`src/i2cm_pkg.sv`:
```
// Shared types and constants for the I2C master byte engine.
// No dependencies; the front, queue, back and top-level files refer to it by scoped names.
package i2cm_pkg;

    // Command codes
    localparam logic [2:0] CMD_START = 3'd0;
    localparam logic [2:0] CMD_STOP  = 3'd1;
    localparam logic [2:0] CMD_WRITE = 3'd2;
    localparam logic [2:0] CMD_READ  = 3'd3;
    localparam logic [2:0] CMD_ACK   = 3'd4;
    localparam logic [2:0] CMD_NACK  = 3'd5;
    localparam logic [2:0] CMD_RDACK = 3'd6;
    localparam logic [2:0] CMD_PROBE = 3'd7;

    localparam int unsigned HB_WIDTH = 16;
    localparam logic [HB_WIDTH-1:0] HB_RESET = 16'd10;

    localparam int unsigned Q_DEPTH = 2;
    localparam int unsigned QPTR_W  = $clog2(Q_DEPTH);
    localparam int unsigned QCNT_W  = $clog2(Q_DEPTH + 1);

    // Bus sequencer phases
    typedef enum logic [4:0] {
        PH_IDLE = 5'd0,
        PH_S0   = 5'd1,
        PH_S1   = 5'd2,
        PH_S2   = 5'd3,
        PH_P0   = 5'd4,
        PH_P1   = 5'd5,
        PH_W0   = 5'd6,
        PH_W1   = 5'd7,
        PH_W2   = 5'd8,
        PH_R0   = 5'd9,
        PH_R1   = 5'd10,
        PH_A0   = 5'd11,
        PH_N0   = 5'd12,
        PH_C1   = 5'd13,
        PH_C2   = 5'd14,
        PH_C3   = 5'd15,
        PH_K0   = 5'd16,
        PH_K1   = 5'd17,
        PH_K2   = 5'd18,
        PH_Q0   = 5'd19,
        PH_Q1   = 5'd20,
        PH_END  = 5'd21
    } phase_t;

    // One bus tick as it enters the engine
    typedef struct packed {
        logic       command_valid;
        logic [2:0] command;
        logic [7:0] tx_byte;
        logic       sda_in;
    } tick_t;

    // Tick after classification, as held in the queue
    typedef struct packed {
        tick_t  tick;
        phase_t start_phase;
    } qitem_t;

    // One result per tick
    typedef struct packed {
        logic       scl_out;
        logic       sda_out;
        logic       busy_res;
        logic       done_res;
        logic [7:0] rx_byte;
        logic       ack_missing;
    } result_t;

endpackage

```
`src/i2cm_ifs.sv`:
```
// Valid/ready channel interfaces of the I2C master byte engine.
// Depends on nothing; used by the front, the back and the top level.

interface i2cm_cmd_if;
    logic       valid;
    logic       ready;
    logic       command_valid;
    logic [2:0] command;
    logic [7:0] tx_byte;
    logic       sda_in;

    modport source (output valid, output command_valid, output command,
                    output tx_byte, output sda_in, input ready);
    modport sink   (input valid, input command_valid, input command,
                    input tx_byte, input sda_in, output ready);
endinterface

interface i2cm_res_if;
    logic       valid;
    logic       ready;
    logic       scl_out;
    logic       sda_out;
    logic       busy_res;
    logic       done_res;
    logic [7:0] rx_byte;
    logic       ack_missing;

    modport source (output valid, output scl_out, output sda_out, output busy_res,
                    output done_res, output rx_byte, output ack_missing, input ready);
    modport sink   (input valid, input scl_out, input sda_out, input busy_res,
                    input done_res, input rx_byte, input ack_missing, output ready);
endinterface

interface i2cm_cfg_if;
    logic        valid;
    logic        ready;
    logic [15:0] half_bit_ticks;

    modport source (output valid, output half_bit_ticks, input ready);
    modport sink   (input valid, input half_bit_ticks, output ready);
endinterface

```
`src/i2cm_front.sv`:
```
// Front stage: registers each incoming tick and decodes its command into
// the sequencer's first phase. Depends on i2cm_pkg and i2cm_cmd_if.
module i2cm_front
(
    input  logic              clk,
    input  logic              rst_n,
    i2cm_cmd_if.sink          cmd,
    output logic              q_valid,
    input  logic              q_ready,
    output i2cm_pkg::qitem_t  q_item
);

    logic              valid_reg;
    logic              valid_next;
    i2cm_pkg::qitem_t  item_reg;
    i2cm_pkg::phase_t  start_phase;
    logic              take;

    assign cmd.ready = !valid_reg || q_ready;
    assign take      = cmd.valid && cmd.ready;

    always_comb
    begin
        unique case (cmd.command)
            i2cm_pkg::CMD_START: start_phase = i2cm_pkg::PH_S0;
            i2cm_pkg::CMD_STOP:  start_phase = i2cm_pkg::PH_P0;
            i2cm_pkg::CMD_WRITE: start_phase = i2cm_pkg::PH_W0;
            i2cm_pkg::CMD_READ:  start_phase = i2cm_pkg::PH_R0;
            i2cm_pkg::CMD_ACK:   start_phase = i2cm_pkg::PH_A0;
            i2cm_pkg::CMD_NACK:  start_phase = i2cm_pkg::PH_N0;
            i2cm_pkg::CMD_RDACK: start_phase = i2cm_pkg::PH_K0;
            default:             start_phase = i2cm_pkg::PH_P0;
        endcase
    end

    always_comb
    begin
        valid_next = valid_reg;
        if (take)
            valid_next = 1'b1;
        else if (q_ready)
            valid_next = 1'b0;
    end

    always_ff @(posedge clk or negedge rst_n)
    begin
        if (!rst_n)
            valid_reg <= 1'b0;
        else
            valid_reg <= valid_next;
    end

    always_ff @(posedge clk)
    begin
        if (take)
        begin
            item_reg.tick.command_valid <= cmd.command_valid;
            item_reg.tick.command       <= cmd.command;
            item_reg.tick.tx_byte       <= cmd.tx_byte;
            item_reg.tick.sda_in        <= cmd.sda_in;
            item_reg.start_phase        <= start_phase;
        end
    end

    assign q_valid = valid_reg;
    assign q_item  = item_reg;

endmodule

```
`src/i2cm_queue.sv`:
```
// Short FIFO between the front and back stages.
// Depends on i2cm_pkg for the entry type and depth.
module i2cm_queue
(
    input  logic              clk,
    input  logic              rst_n,
    input  logic              in_valid,
    output logic              in_ready,
    input  i2cm_pkg::qitem_t  in_item,
    output logic              out_valid,
    input  logic              out_ready,
    output i2cm_pkg::qitem_t  out_item
);

    localparam logic [i2cm_pkg::QCNT_W-1:0] FULL = i2cm_pkg::QCNT_W'(i2cm_pkg::Q_DEPTH);
    localparam logic [i2cm_pkg::QPTR_W-1:0] LAST = i2cm_pkg::QPTR_W'(i2cm_pkg::Q_DEPTH - 1);

    i2cm_pkg::qitem_t                mem_reg [i2cm_pkg::Q_DEPTH];
    logic [i2cm_pkg::QPTR_W-1:0]     wr_ptr_reg;
    logic [i2cm_pkg::QPTR_W-1:0]     rd_ptr_reg;
    logic [i2cm_pkg::QCNT_W-1:0]     count_reg;
    logic [i2cm_pkg::QPTR_W-1:0]     wr_ptr_next;
    logic [i2cm_pkg::QPTR_W-1:0]     rd_ptr_next;
    logic [i2cm_pkg::QCNT_W-1:0]     count_next;
    logic                            push;
    logic                            pop;

    assign in_ready  = (count_reg != FULL);
    assign out_valid = (count_reg != '0);
    assign out_item  = mem_reg[rd_ptr_reg];
    assign push      = in_valid && in_ready;
    assign pop       = out_valid && out_ready;

    always_comb
    begin
        wr_ptr_next = wr_ptr_reg;
        rd_ptr_next = rd_ptr_reg;
        count_next  = count_reg;
        if (push)
            wr_ptr_next = (wr_ptr_reg == LAST) ? '0 : wr_ptr_reg + i2cm_pkg::QPTR_W'(1);
        if (pop)
            rd_ptr_next = (rd_ptr_reg == LAST) ? '0 : rd_ptr_reg + i2cm_pkg::QPTR_W'(1);
        if (push && !pop)
            count_next = count_reg + i2cm_pkg::QCNT_W'(1);
        else if (pop && !push)
            count_next = count_reg - i2cm_pkg::QCNT_W'(1);
    end

    always_ff @(posedge clk or negedge rst_n)
    begin
        if (!rst_n)
        begin
            wr_ptr_reg <= '0;
            rd_ptr_reg <= '0;
            count_reg  <= '0;
        end
        else
        begin
            wr_ptr_reg <= wr_ptr_next;
            rd_ptr_reg <= rd_ptr_next;
            count_reg  <= count_next;
        end
    end

    always_ff @(posedge clk)
    begin
        if (push)
            mem_reg[wr_ptr_reg] <= in_item;
    end

endmodule

```
`src/i2cm_back.sv`:
```
// Back stage: bus sequencer that plays commands out one tick per item,
// the half-bit delay register and the result register.
// Depends on i2cm_pkg, i2cm_res_if and i2cm_cfg_if.
module i2cm_back
#(
    parameter int unsigned WAIT_WIDTH = 16
)
(
    input  logic              clk,
    input  logic              rst_n,
    input  logic              q_valid,
    output logic              q_ready,
    input  i2cm_pkg::qitem_t  q_item,
    i2cm_cfg_if.sink          cfg,
    i2cm_res_if.source        res
);

    localparam int unsigned CW = (WAIT_WIDTH > i2cm_pkg::HB_WIDTH) ? WAIT_WIDTH
                                                                  : i2cm_pkg::HB_WIDTH;
    localparam logic [CW-1:0] WAIT_MAX = CW'({WAIT_WIDTH{1'b1}});

    i2cm_pkg::phase_t        phase_reg, phase_next;
    logic [3:0]              bit_reg, bit_next;
    logic [WAIT_WIDTH-1:0]   wait_reg, wait_next;
    logic [7:0]              shift_reg, shift_next;
    logic [2:0]              active_reg, active_next;
    logic                    scl_reg, scl_next;
    logic                    sda_reg, sda_next;
    logic                    ack_reg, ack_next;
    logic [7:0]              rx_reg, rx_next;
    logic [i2cm_pkg::HB_WIDTH-1:0] half_bit_reg;
    logic                    out_valid_reg;
    i2cm_pkg::result_t       out_reg;
    i2cm_pkg::result_t       result;
    i2cm_pkg::phase_t        cur;
    logic                    step;
    logic                    run;
    logic                    probe;
    logic                    done;
    logic [3:0]              bit_inc;
    logic [CW-1:0]           delay_ext;
    logic [WAIT_WIDTH-1:0]   delay_load;

    assign cfg.ready = 1'b1;
    assign q_ready   = !out_valid_reg || res.ready;
    assign step      = q_valid && q_ready;

    // Bus delay: zero acts as one, clamp to the counter range
    always_comb
    begin
        delay_ext = CW'(half_bit_reg);
        if (delay_ext == '0)
            delay_ext = CW'(1);
        if (delay_ext > WAIT_MAX)
            delay_ext = WAIT_MAX;
        delay_load = WAIT_WIDTH'(delay_ext - CW'(1));
    end

    always_comb
    begin
        phase_next  = phase_reg;
        bit_next    = bit_reg;
        wait_next   = wait_reg;
        shift_next  = shift_reg;
        active_next = active_reg;
        scl_next    = scl_reg;
        sda_next    = sda_reg;
        ack_next    = ack_reg;
        rx_next     = rx_reg;
        done        = 1'b0;
        run         = 1'b0;
        cur         = phase_reg;
        bit_inc     = bit_reg + 4'd1;

        if (step)
        begin
            if (phase_reg == i2cm_pkg::PH_IDLE)
            begin
                if (q_item.tick.command_valid)
                begin
                    active_next = q_item.tick.command;
                    bit_next    = '0;
                    wait_next   = '0;
                    cur         = q_item.start_phase;
                    run         = 1'b1;
                    if (q_item.tick.command == i2cm_pkg::CMD_WRITE ||
                        q_item.tick.command == i2cm_pkg::CMD_PROBE)
                        shift_next = q_item.tick.tx_byte;
                    else if (q_item.tick.command == i2cm_pkg::CMD_READ)
                        shift_next = '0;
                end
            end
            else if (wait_reg != '0)
                wait_next = wait_reg - WAIT_WIDTH'(1);
            else
                run = 1'b1;
        end

        probe   = (active_next == i2cm_pkg::CMD_PROBE);
        bit_inc = bit_next + 4'd1;

        if (run)
        begin
            unique case (cur)
                i2cm_pkg::PH_S0:
                begin
                    sda_next = 1'b1; scl_next = 1'b1;
                    wait_next = delay_load; phase_next = i2cm_pkg::PH_S1;
                end
                i2cm_pkg::PH_S1:
                begin
                    sda_next = 1'b0;
                    wait_next = delay_load; phase_next = i2cm_pkg::PH_S2;
                end
                i2cm_pkg::PH_S2:
                begin
                    scl_next  = 1'b0;
                    wait_next = delay_load;
                    if (probe)
                    begin
                        bit_next   = '0;
                        phase_next = i2cm_pkg::PH_W0;
                    end
                    else
                        phase_next = i2cm_pkg::PH_END;
                end
                i2cm_pkg::PH_P0:
                begin
                    sda_next = 1'b0; scl_next = 1'b1;
                    wait_next = delay_load; phase_next = i2cm_pkg::PH_P1;
                end
                i2cm_pkg::PH_P1:
                begin
                    sda_next = 1'b1;
                    if (probe)
                    begin
                        // end of the leading stop runs straight into start
                        scl_next   = 1'b1;
                        wait_next  = delay_load;
                        phase_next = i2cm_pkg::PH_S1;
                    end
                    else
                    begin
                        phase_next = i2cm_pkg::PH_IDLE;
                        done       = 1'b1;
                    end
                end
                i2cm_pkg::PH_W0:
                begin
                    sda_next = shift_next[7];
                    wait_next = delay_load; phase_next = i2cm_pkg::PH_W1;
                end
                i2cm_pkg::PH_W1:
                begin
                    scl_next = 1'b1;
                    wait_next = delay_load; phase_next = i2cm_pkg::PH_W2;
                end
                i2cm_pkg::PH_W2:
                begin
                    scl_next = 1'b0;
                    if (bit_next == 4'd7)
                        sda_next = 1'b1;
                    shift_next = {shift_next[6:0], 1'b0};
                    bit_next   = bit_inc;
                    wait_next  = delay_load;
                    if (!bit_inc[3])
                        phase_next = i2cm_pkg::PH_W0;
                    else if (probe)
                        phase_next = i2cm_pkg::PH_K0;
                    else
                        phase_next = i2cm_pkg::PH_END;
                end
                i2cm_pkg::PH_R0:
                begin
                    scl_next = 1'b1;
                    wait_next = delay_load; phase_next = i2cm_pkg::PH_R1;
                end
                i2cm_pkg::PH_R1:
                begin
                    shift_next = {shift_next[6:0], q_item.tick.sda_in};
                    scl_next   = 1'b0;
                    bit_next   = bit_inc;
                    wait_next  = delay_load;
                    phase_next = bit_inc[3] ? i2cm_pkg::PH_END : i2cm_pkg::PH_R0;
                end
                i2cm_pkg::PH_A0:
                begin
                    sda_next = 1'b0;
                    wait_next = delay_load; phase_next = i2cm_pkg::PH_C1;
                end
                i2cm_pkg::PH_N0:
                begin
                    sda_next = 1'b1;
                    wait_next = delay_load; phase_next = i2cm_pkg::PH_C1;
                end
                i2cm_pkg::PH_C1:
                begin
                    scl_next = 1'b1;
                    wait_next = delay_load; phase_next = i2cm_pkg::PH_C2;
                end
                i2cm_pkg::PH_C2:
                begin
                    scl_next = 1'b0;
                    wait_next = delay_load; phase_next = i2cm_pkg::PH_C3;
                end
                i2cm_pkg::PH_C3:
                begin
                    if (active_next == i2cm_pkg::CMD_ACK)
                        sda_next = 1'b1;
                    phase_next = i2cm_pkg::PH_IDLE;
                    done       = 1'b1;
                end
                i2cm_pkg::PH_K0:
                begin
                    sda_next = 1'b1;
                    wait_next = delay_load; phase_next = i2cm_pkg::PH_K1;
                end
                i2cm_pkg::PH_K1:
                begin
                    scl_next = 1'b1;
                    wait_next = delay_load; phase_next = i2cm_pkg::PH_K2;
                end
                i2cm_pkg::PH_K2:
                begin
                    ack_next   = q_item.tick.sda_in;
                    scl_next   = 1'b0;
                    wait_next  = delay_load;
                    phase_next = probe ? i2cm_pkg::PH_Q0 : i2cm_pkg::PH_END;
                end
                i2cm_pkg::PH_Q0:
                begin
                    sda_next = 1'b0; scl_next = 1'b1;
                    wait_next = delay_load; phase_next = i2cm_pkg::PH_Q1;
                end
                i2cm_pkg::PH_Q1:
                begin
                    sda_next   = 1'b1;
                    phase_next = i2cm_pkg::PH_IDLE;
                    done       = 1'b1;
                end
                i2cm_pkg::PH_END:
                begin
                    if (active_next == i2cm_pkg::CMD_READ)
                        rx_next = shift_next;
                    phase_next = i2cm_pkg::PH_IDLE;
                    done       = 1'b1;
                end
                default:
                begin
                    phase_next = i2cm_pkg::PH_IDLE;
                end
            endcase
        end

        result.scl_out     = scl_next;
        result.sda_out     = sda_next;
        result.busy_res    = (phase_next != i2cm_pkg::PH_IDLE);
        result.done_res    = done;
        result.rx_byte     = rx_next;
        result.ack_missing = ack_next;
    end

    always_ff @(posedge clk or negedge rst_n)
    begin
        if (!rst_n)
        begin
            phase_reg     <= i2cm_pkg::PH_IDLE;
            bit_reg       <= '0;
            wait_reg      <= '0;
            shift_reg     <= '0;
            active_reg    <= '0;
            scl_reg       <= 1'b1;
            sda_reg       <= 1'b1;
            ack_reg       <= 1'b0;
            rx_reg        <= '0;
            half_bit_reg  <= i2cm_pkg::HB_RESET;
            out_valid_reg <= 1'b0;
        end
        else
        begin
            phase_reg  <= phase_next;
            bit_reg    <= bit_next;
            wait_reg   <= wait_next;
            shift_reg  <= shift_next;
            active_reg <= active_next;
            scl_reg    <= scl_next;
            sda_reg    <= sda_next;
            ack_reg    <= ack_next;
            rx_reg     <= rx_next;
            if (cfg.valid && cfg.ready)
                half_bit_reg <= cfg.half_bit_ticks;
            if (step)
                out_valid_reg <= 1'b1;
            else if (res.ready)
                out_valid_reg <= 1'b0;
        end
    end

    always_ff @(posedge clk)
    begin
        if (step)
            out_reg <= result;
    end

    assign res.valid       = out_valid_reg;
    assign res.scl_out     = out_reg.scl_out;
    assign res.sda_out     = out_reg.sda_out;
    assign res.busy_res    = out_reg.busy_res;
    assign res.done_res    = out_reg.done_res;
    assign res.rx_byte     = out_reg.rx_byte;
    assign res.ack_missing = out_reg.ack_missing;

    // Every path back to idle leaves the delay counter drained
    a_idle_no_wait: assert property (@(posedge clk) disable iff (!rst_n)
        phase_reg == i2cm_pkg::PH_IDLE |-> wait_reg == '0)
        else $error("delay counter nonzero while idle");

    a_bit_range: assert property (@(posedge clk) disable iff (!rst_n)
        bit_reg <= 4'd8)
        else $error("bit counter out of range");

    // A finishing tick must leave the sequencer idle on the next edge
    a_done_idle: assert property (@(posedge clk) disable iff (!rst_n)
        step && done |=> phase_reg == i2cm_pkg::PH_IDLE)
        else $error("command finished but sequencer not idle");

    // The state only moves on a consumed tick
    a_state_hold: assert property (@(posedge clk) disable iff (!rst_n)
        !step |=> $stable(phase_reg) && $stable(wait_reg))
        else $error("sequencer advanced without a tick");

endmodule

```
`src/i2c_master_byte_engine.sv`:
```
// I2C master byte engine: one result per tick, accepts a tick every cycle while results are taken.
// Each tick passes the front register, the queue and the result register before its result is
// valid; throughput is one tick per cycle, set by the sequencer step, unless the result channel stalls.
// Reset: asynchronous, active low; bus lines released, sequencer idle, delay = 10.
// Depends on i2cm_pkg, i2cm_ifs, i2cm_front, i2cm_queue and i2cm_back.
module i2c_master_byte_engine
#(
    parameter int unsigned WAIT_WIDTH = 16
)
(
    input  logic        clk,
    input  logic        rst_n,
    i2cm_cmd_if.sink    cmd,
    i2cm_cfg_if.sink    cfg,
    i2cm_res_if.source  res
);

    logic              fq_valid;
    logic              fq_ready;
    i2cm_pkg::qitem_t  fq_item;
    logic              qb_valid;
    logic              qb_ready;
    i2cm_pkg::qitem_t  qb_item;

    i2cm_front u_front
    (
        .clk     (clk),
        .rst_n   (rst_n),
        .cmd     (cmd),
        .q_valid (fq_valid),
        .q_ready (fq_ready),
        .q_item  (fq_item)
    );

    i2cm_queue u_queue
    (
        .clk       (clk),
        .rst_n     (rst_n),
        .in_valid  (fq_valid),
        .in_ready  (fq_ready),
        .in_item   (fq_item),
        .out_valid (qb_valid),
        .out_ready (qb_ready),
        .out_item  (qb_item)
    );

    i2cm_back #(
        .WAIT_WIDTH (WAIT_WIDTH)
    ) u_back
    (
        .clk     (clk),
        .rst_n   (rst_n),
        .q_valid (qb_valid),
        .q_ready (qb_ready),
        .q_item  (qb_item),
        .cfg     (cfg),
        .res     (res)
    );

endmodule

```
`src/flat_wrapper.sv`:
```
// flat-port wrapper written by rule: the top's interface ports become plain ports
module i2c_master_byte_engine_flat 
#(
    parameter int unsigned WAIT_WIDTH = 16
)
  (clk, rst_n, cmd_valid, cmd_command_valid, cmd_command, cmd_tx_byte, cmd_sda_in, cmd_ready, cfg_valid, cfg_half_bit_ticks, cfg_ready, res_valid, res_scl_out, res_sda_out, res_busy_res, res_done_res, res_rx_byte, res_ack_missing, res_ready);
  i2cm_cmd_if cmd_i ();
  i2cm_cfg_if cfg_i ();
  i2cm_res_if res_i ();
  input  logic clk;
  input  logic rst_n;
  input wire logic [$bits(cmd_i.valid)-1:0] cmd_valid;
  input wire logic [$bits(cmd_i.command_valid)-1:0] cmd_command_valid;
  input wire logic [$bits(cmd_i.command)-1:0] cmd_command;
  input wire logic [$bits(cmd_i.tx_byte)-1:0] cmd_tx_byte;
  input wire logic [$bits(cmd_i.sda_in)-1:0] cmd_sda_in;
  output wire logic [$bits(cmd_i.ready)-1:0] cmd_ready;
  input wire logic [$bits(cfg_i.valid)-1:0] cfg_valid;
  input wire logic [$bits(cfg_i.half_bit_ticks)-1:0] cfg_half_bit_ticks;
  output wire logic [$bits(cfg_i.ready)-1:0] cfg_ready;
  output wire logic [$bits(res_i.valid)-1:0] res_valid;
  output wire logic [$bits(res_i.scl_out)-1:0] res_scl_out;
  output wire logic [$bits(res_i.sda_out)-1:0] res_sda_out;
  output wire logic [$bits(res_i.busy_res)-1:0] res_busy_res;
  output wire logic [$bits(res_i.done_res)-1:0] res_done_res;
  output wire logic [$bits(res_i.rx_byte)-1:0] res_rx_byte;
  output wire logic [$bits(res_i.ack_missing)-1:0] res_ack_missing;
  input wire logic [$bits(res_i.ready)-1:0] res_ready;
  assign cmd_i.valid = cmd_valid;
  assign cmd_i.command_valid = cmd_command_valid;
  assign cmd_i.command = cmd_command;
  assign cmd_i.tx_byte = cmd_tx_byte;
  assign cmd_i.sda_in = cmd_sda_in;
  assign cmd_ready = cmd_i.ready;
  assign cfg_i.valid = cfg_valid;
  assign cfg_i.half_bit_ticks = cfg_half_bit_ticks;
  assign cfg_ready = cfg_i.ready;
  assign res_valid = res_i.valid;
  assign res_scl_out = res_i.scl_out;
  assign res_sda_out = res_i.sda_out;
  assign res_busy_res = res_i.busy_res;
  assign res_done_res = res_i.done_res;
  assign res_rx_byte = res_i.rx_byte;
  assign res_ack_missing = res_i.ack_missing;
  assign res_i.ready = res_ready;
  i2c_master_byte_engine #(.WAIT_WIDTH(WAIT_WIDTH)) u_core (.clk(clk), .rst_n(rst_n), .cmd(cmd_i), .cfg(cfg_i), .res(res_i));
endmodule
```
`config.mk`:
```
export PLATFORM = sky130hd
export DESIGN_NAME = i2c_master_byte_engine_flat
export DESIGN_NICKNAME = d
export VERILOG_FILES = /design/src/i2cm_pkg.sv /design/src/i2cm_ifs.sv /design/src/i2cm_front.sv /design/src/i2cm_queue.sv /design/src/i2cm_back.sv /design/src/i2c_master_byte_engine.sv /design/src/flat_wrapper.sv
export SDC_FILE = /design/constraint.sdc
export NUM_CORES = 1
export LEC_CHECK = 0
export ABC_AREA = 1
export BUFFER_PORTS_ARGS = -buffer_cell sky130_fd_sc_hd__buf_2
export CAP_MARGIN = 20
export CORE_ASPECT_RATIO = 0.75
export CORE_MARGIN = 2
export CORE_UTILIZATION = 50
export DETAILED_ROUTE_END_ITERATION = 6
export HOLD_SLACK_MARGIN = 0.02
export PLACE_DENSITY_LB_ADDON = 0.3
export SLEW_MARGIN = 0
export SYNTH_ARGS = -nofsm -noshare
export SYNTH_HDL_FRONTEND = slang
export SYNTH_HIERARCHICAL = 1
export SYNTH_SLANG_ARGS = --single-unit
export TNS_END_PERCENT = 5
```
`constraint.sdc`:
```
create_clock -name clk -period 2.33 [get_ports clk]
set_input_delay 0.233 -clock clk [delete_from_list [all_inputs] [get_ports clk]]
set_output_delay 0.233 -clock clk [all_outputs]
set_load 0.01 [all_outputs]
```
==> results_tabular.tex <==
\begin{tabular}{lr}
\hline
Metric & Value \\
\hline
\multicolumn{2}{l}{\textbf{Run status}} \\
\quad Outcome & finished with violations \\
\quad Violated checks & setup timing \\
\multicolumn{2}{l}{\textbf{Synth}} \\
\quad Synth top area share & 28.6\% \\
\quad Portion of the post-synthesis area used by sequential elements & 53.2\% \\
\quad Synthesized net count & 820 \\
\quad Cell types with the largest area share after synthesis & edfxtp\_1 29\%, dfrtp\_1 23\%, nand2\_1 11\% \\
\quad Syn Area/Cell & 8.99 sq um \\
\quad Mapped Area & 7030 sq um \\
\quad Syn. warnings & 6 \\
\quad Library cell with the largest summed area after synthesis & edfxtp\_1 \\
\quad Flop and latch count out of synthesis & 136 \\
\quad Post-synth cell types & 51 \\
\quad Synthesized instance count & 782 \\
\multicolumn{2}{l}{\textbf{Worst setup path}} \\
\quad Startpoint Class & flip-flop \\
\quad Critical Path Max Stage Delay & approximately 0.42 ns \\
\quad Family of cells with the greatest summed delay on the critical path & simple AND/OR/NAND/NOR gates \\
\quad Required time at the endpoint of the critical path & between 2 and 3 ns \\
\quad Maximum fanout along the worst path & 8 \\
\quad Sum of buffers and inverters on the critical path & 6 \\
\quad CP most frequent cell & nand2\_1 \\
\quad Data arrival, critical path & 2.65 ns \\
\quad Setup crit end kind & flip-flop \\
\quad Cell Chain, Critical Path & inv\_2 -> nand2\_2 -> nand2\_4 -> inv\_4 -> nor2\_4 -> buf\_6 -> buf\_6 -> nand2\_4 -> nand2\_8 -> nor2\_4 -> inv\_4 -> nor2\_4 -> nand2\_2 -> buf\_6 -> nand2\_1 -> nor2\_1 -> nand2\_1 -> nand2\_1 -> nand2\_1 -> nor2\_1 -> nand2\_1 \\
\quad Category of the most critical setup path & flip-flop to flip-flop \\
\quad Cell with the largest stage delay on the worst path & dfrtp\_1 \\
\multicolumn{2}{l}{\textbf{Route}} \\
\quad Routed length per instance & 15.6 um \\
\quad DRC violation count after routing & 0 \\
\quad DRT iter0 DRCs & approximately 640 \\
\quad Iteration count of the initial detailed-routing pass & 5 \\
\quad Antenna viol nets, final & 0 \\
\quad Post-Route WL & roughly 18 mm \\
\quad Routed vias & $\sim$6000 \\
\quad Per-cell via count in the routed design & 5.23 \\
\multicolumn{2}{l}{\textbf{STA}} \\
\quad Highest clock rate & a little over 400 MHz \\
\quad Clock period minus final worst setup slack & 2.48 ns \\
\quad Post-route clock skew & 0.00786 ns \\
\quad Final-layout setup total negative slack & -1.55 ns \\
\quad Slack of the critical path & -0.147 ns \\
\quad Count of final max-slew check failures & 0 \\
\quad Final number of hold-violating endpoints & 0 \\
\quad Final critical-path share of the clock period & 106\% \\
\quad RSZ-0062 raised after global routing & yes \\
\quad \# setup viols final & 38 \\
\multicolumn{2}{l}{\textbf{Floorplanning}} \\
\quad IO Pins & 50 \\
\quad Die boundary width & 141 um \\
\quad \# rows & 37 \\
\quad Starting density of the core & 51.2\% \\
\quad Area inside the core boundary & 13700 sq um \\
\quad Die Y & roughly 110 um \\
\quad Full die area & 15000 sq um \\
\multicolumn{2}{l}{\textbf{Pwr}} \\
\quad Pwr dens & 1180 nW/um\^{}2 \\
\quad Relative contribution of the clock network to total power & 22.3\% \\
\quad Total power & 11.3 mW \\
\quad Internal power & around 6.8 mW \\
\quad Part of the power in combinational logic & 46.5\% \\
\quad Switching part of the total & 39.7\% \\
\quad Pleak & 4.54 nW \\
\quad Power dissipated by switching net loads & between 4 and 5 mW \\
\quad IR drop worst, VDD & 0.865 mV \\
\quad Sequential power share & 31.2\% \\
\multicolumn{2}{l}{\textbf{Placed design}} \\
\quad Dpl hpwl & 11.5 mm \\
\quad Routability cong. & 0.917 \\
\quad Buffers added on ports & 48 \\
\multicolumn{2}{l}{\textbf{Global route}} \\
\quad Maximum number of pins on one net before global-route repair & 57 \\
\quad Remaining global-route overflow & 0 \\
\quad Wire length of the first global-routing pass & between 20 and 30 mm \\
\quad Gr usage total & 24.3\% \\
\quad Antenna violations before repair & 0 \\
\quad Number of global-route vias before repair & 5553 \\
\multicolumn{2}{l}{\textbf{Cells and area}} \\
\quad Number of antenna repair diodes & 0 \\
\quad Net count of the finished layout & 1009 \\
\quad Max reg flops & 36 \\
\quad Layout area overhead & 36.5\% \\
\quad Fraction of final layout cells sized beyond drive strength 1 & between 30\% and 40\% \\
\multicolumn{2}{l}{\textbf{Clocking}} \\
\quad Worst-path clk slew & 0.06 ns \\
\quad Maximum count of clock buffers along a single path & 2 \\
\quad Root buf cell & clkbuf\_16 \\
\quad Number of H-tree branching levels & 4 \\
\quad Clk Latency, worst-skew pair & 0.42 ns \\
\quad TritonCTS buffer count & 17 \\
\quad Clk sinks & 136 \\
\quad Clock tree from TritonCTS & yes \\
\multicolumn{2}{l}{\textbf{Job}} \\
\quad Max capacitance violation total & 0 \\
\multicolumn{2}{l}{\textbf{Hold path}} \\
\quad Worst min-delay path class & input port to flip-flop \\
\hline
\end{tabular}
==> Yosys cell counts (all sizes together) <==
cell and n:
dfrtp 65, nor3 17, or2 2, a21oi 24
o31a 1, xor2 16, o22ai 9, o31ai 1
dfstp 4, buf 13, conb 1, nand2 220
ha 4, o21ai 60, mux2 5, mux2i 1
nand4 6, clkbuf 5, nand3 50, o211ai 1
nor4 3, nand3b 3, a22oi 1, edfxtp 67
nor2 92, inv 104, xnor2 2, a31o 1
nor3b 1, a31oi 3
==> power groups by stage <==
| stage | logic (mW) | clock network, mW | registers, mW |
|---|---|---|---|
| final | 5.26 | 2.52 | 3.53 |
| after global routing | 5.70 | 2.68 | 3.60 |
| after CTS | 4.53 | 2.56 | 3.52 |
| after detailed placement | 4.09 | 0 | 3.55 |
| after global placement | 4.04 | 0 | 3.54 |
| after floorplan | 2.53 | 0 | 3.58 |
==> cell families (layout without fill, tap and decap cells) <==
logic type / Yosys count / after routing / synth area share [%]
AND/OR/NAND/NOR: 394 / 395 / 27.1
flip-flops: 136 / 136 / 53.2
buffers and inverters: 122 / 323 / 7.58
AO/OA/AOI/OAI: 101 / 101 / 7.93
XOR/XNOR: 18 / 18 / 2.46
multiplexers: 6 / 6 / 0.943
adder cells (fa/ha/maj): 4 / 4 / 0.712
other: 1 / 1 / 0.0533
==> what timing repair did <==
| action | CTS | global route |
|---|---|---|
| endpoints found under the hold margin | 28 | 0 |
| hold buffers | 16 | 0 |
| cloned | 1 | 1 |
| pin swaps | 15 | 38 |
| gates resized for setup | 31 | 86 |
| setup endpoints to repair | 37 | 55 |
| buffers inserted | 9 | 15 |
==> area by class of cell <==
type,count,area [sq um]
Multi-Input combinational cell,525,3160
Inverter,104,403
Clock inverter,15,139
Sequential cell,136,3740
Fill cell,986,4150
Timing Repair Buffer,187,1510
Clock buffer,17,425
Tap cell,175,219
==> layout by cell type (no fill, tap or decap), drive strengths merged, types with 3 or more instances in the layout <==
cell,count
a21oi,24
a31oi,3
buf,170
clkbuf,18
clkinv,5
dfrtp,65
dfstp,4
dlygate4sd3,16
edfxtp,67
ha,4
inv,112
mux2,5
nand2,220
nand3,50
nand3b,3
nand4,7
nor2,92
nor3,17
nor4,3
o21ai,60
o22ai,9
xor2,16
==> stage by stage <==
stage / std cells / setup slack, ns / hold slack, ns / area, sq um / util, %
5_1_grt: 1159 / -0.354 / 0.0233 / 9600 / 69.8
3_5_place_dp: 1085 / -0.206 / 0.162 / 8140 / 59.2
2_1_floorplan: 782 / 0.107 / -0.0626 / 7030 / -
6_report: 1159 / -0.147 / 0.0294 / 9600 / 69.8
3_3_place_gp: 1085 / -0.127 / 0.159 / 8140 / 59.2
4_1_cts: 1143 / -0.0811 / 0.0204 / 9100 / 66.2
==> path summary, 6_finish.rpt <==
path                                                  startpoint                                        end  slack (ns)  cells after the start
setup / recovery           u_core/u_queue/rd_ptr_reg$_DFFE_PN0P_       u_core/u_back/res.busy_res$_DFFE_PN_       -0.15                     21
max in group asynchronous                                  rst_n            u_core/u_back/sda_reg$_DFF_PN1_        1.35                      3
setup reg to reg           u_core/u_queue/rd_ptr_reg$_DFFE_PN0P_       u_core/u_back/res.busy_res$_DFFE_PN_       -0.15                     21
min in group asynchronous                                  rst_n      u_core/u_queue/wr_ptr_reg$_DFFE_PN0P_        0.30                      2
hold reg to reg              u_core/u_front/q_item[11]$_DFFE_PP_    u_core/u_queue/mem_reg[0][11]$_DFFE_PP_        0.45                      0
hold / removal                             cfg_half_bit_ticks[4]  u_core/u_back/half_bit_reg[4]$_DFFE_PN0P_        0.03                      3
==> tightest hold or removal path: stages <==
cell,delay [ns]
buf_2,0.07
nand2_1,0.05
o21ai_0,0.06
==> routing by layer <==
metal | global-route usage (%) | share of wire [%]
met1 | 36.3 | 47
met4 | 6.29 | 1.2
met5 | 0 | 0
met2 | 35.6 | 45
met3 | 5.94 | 6.7
Note: power is estimated with default switching activity, not from simulation.
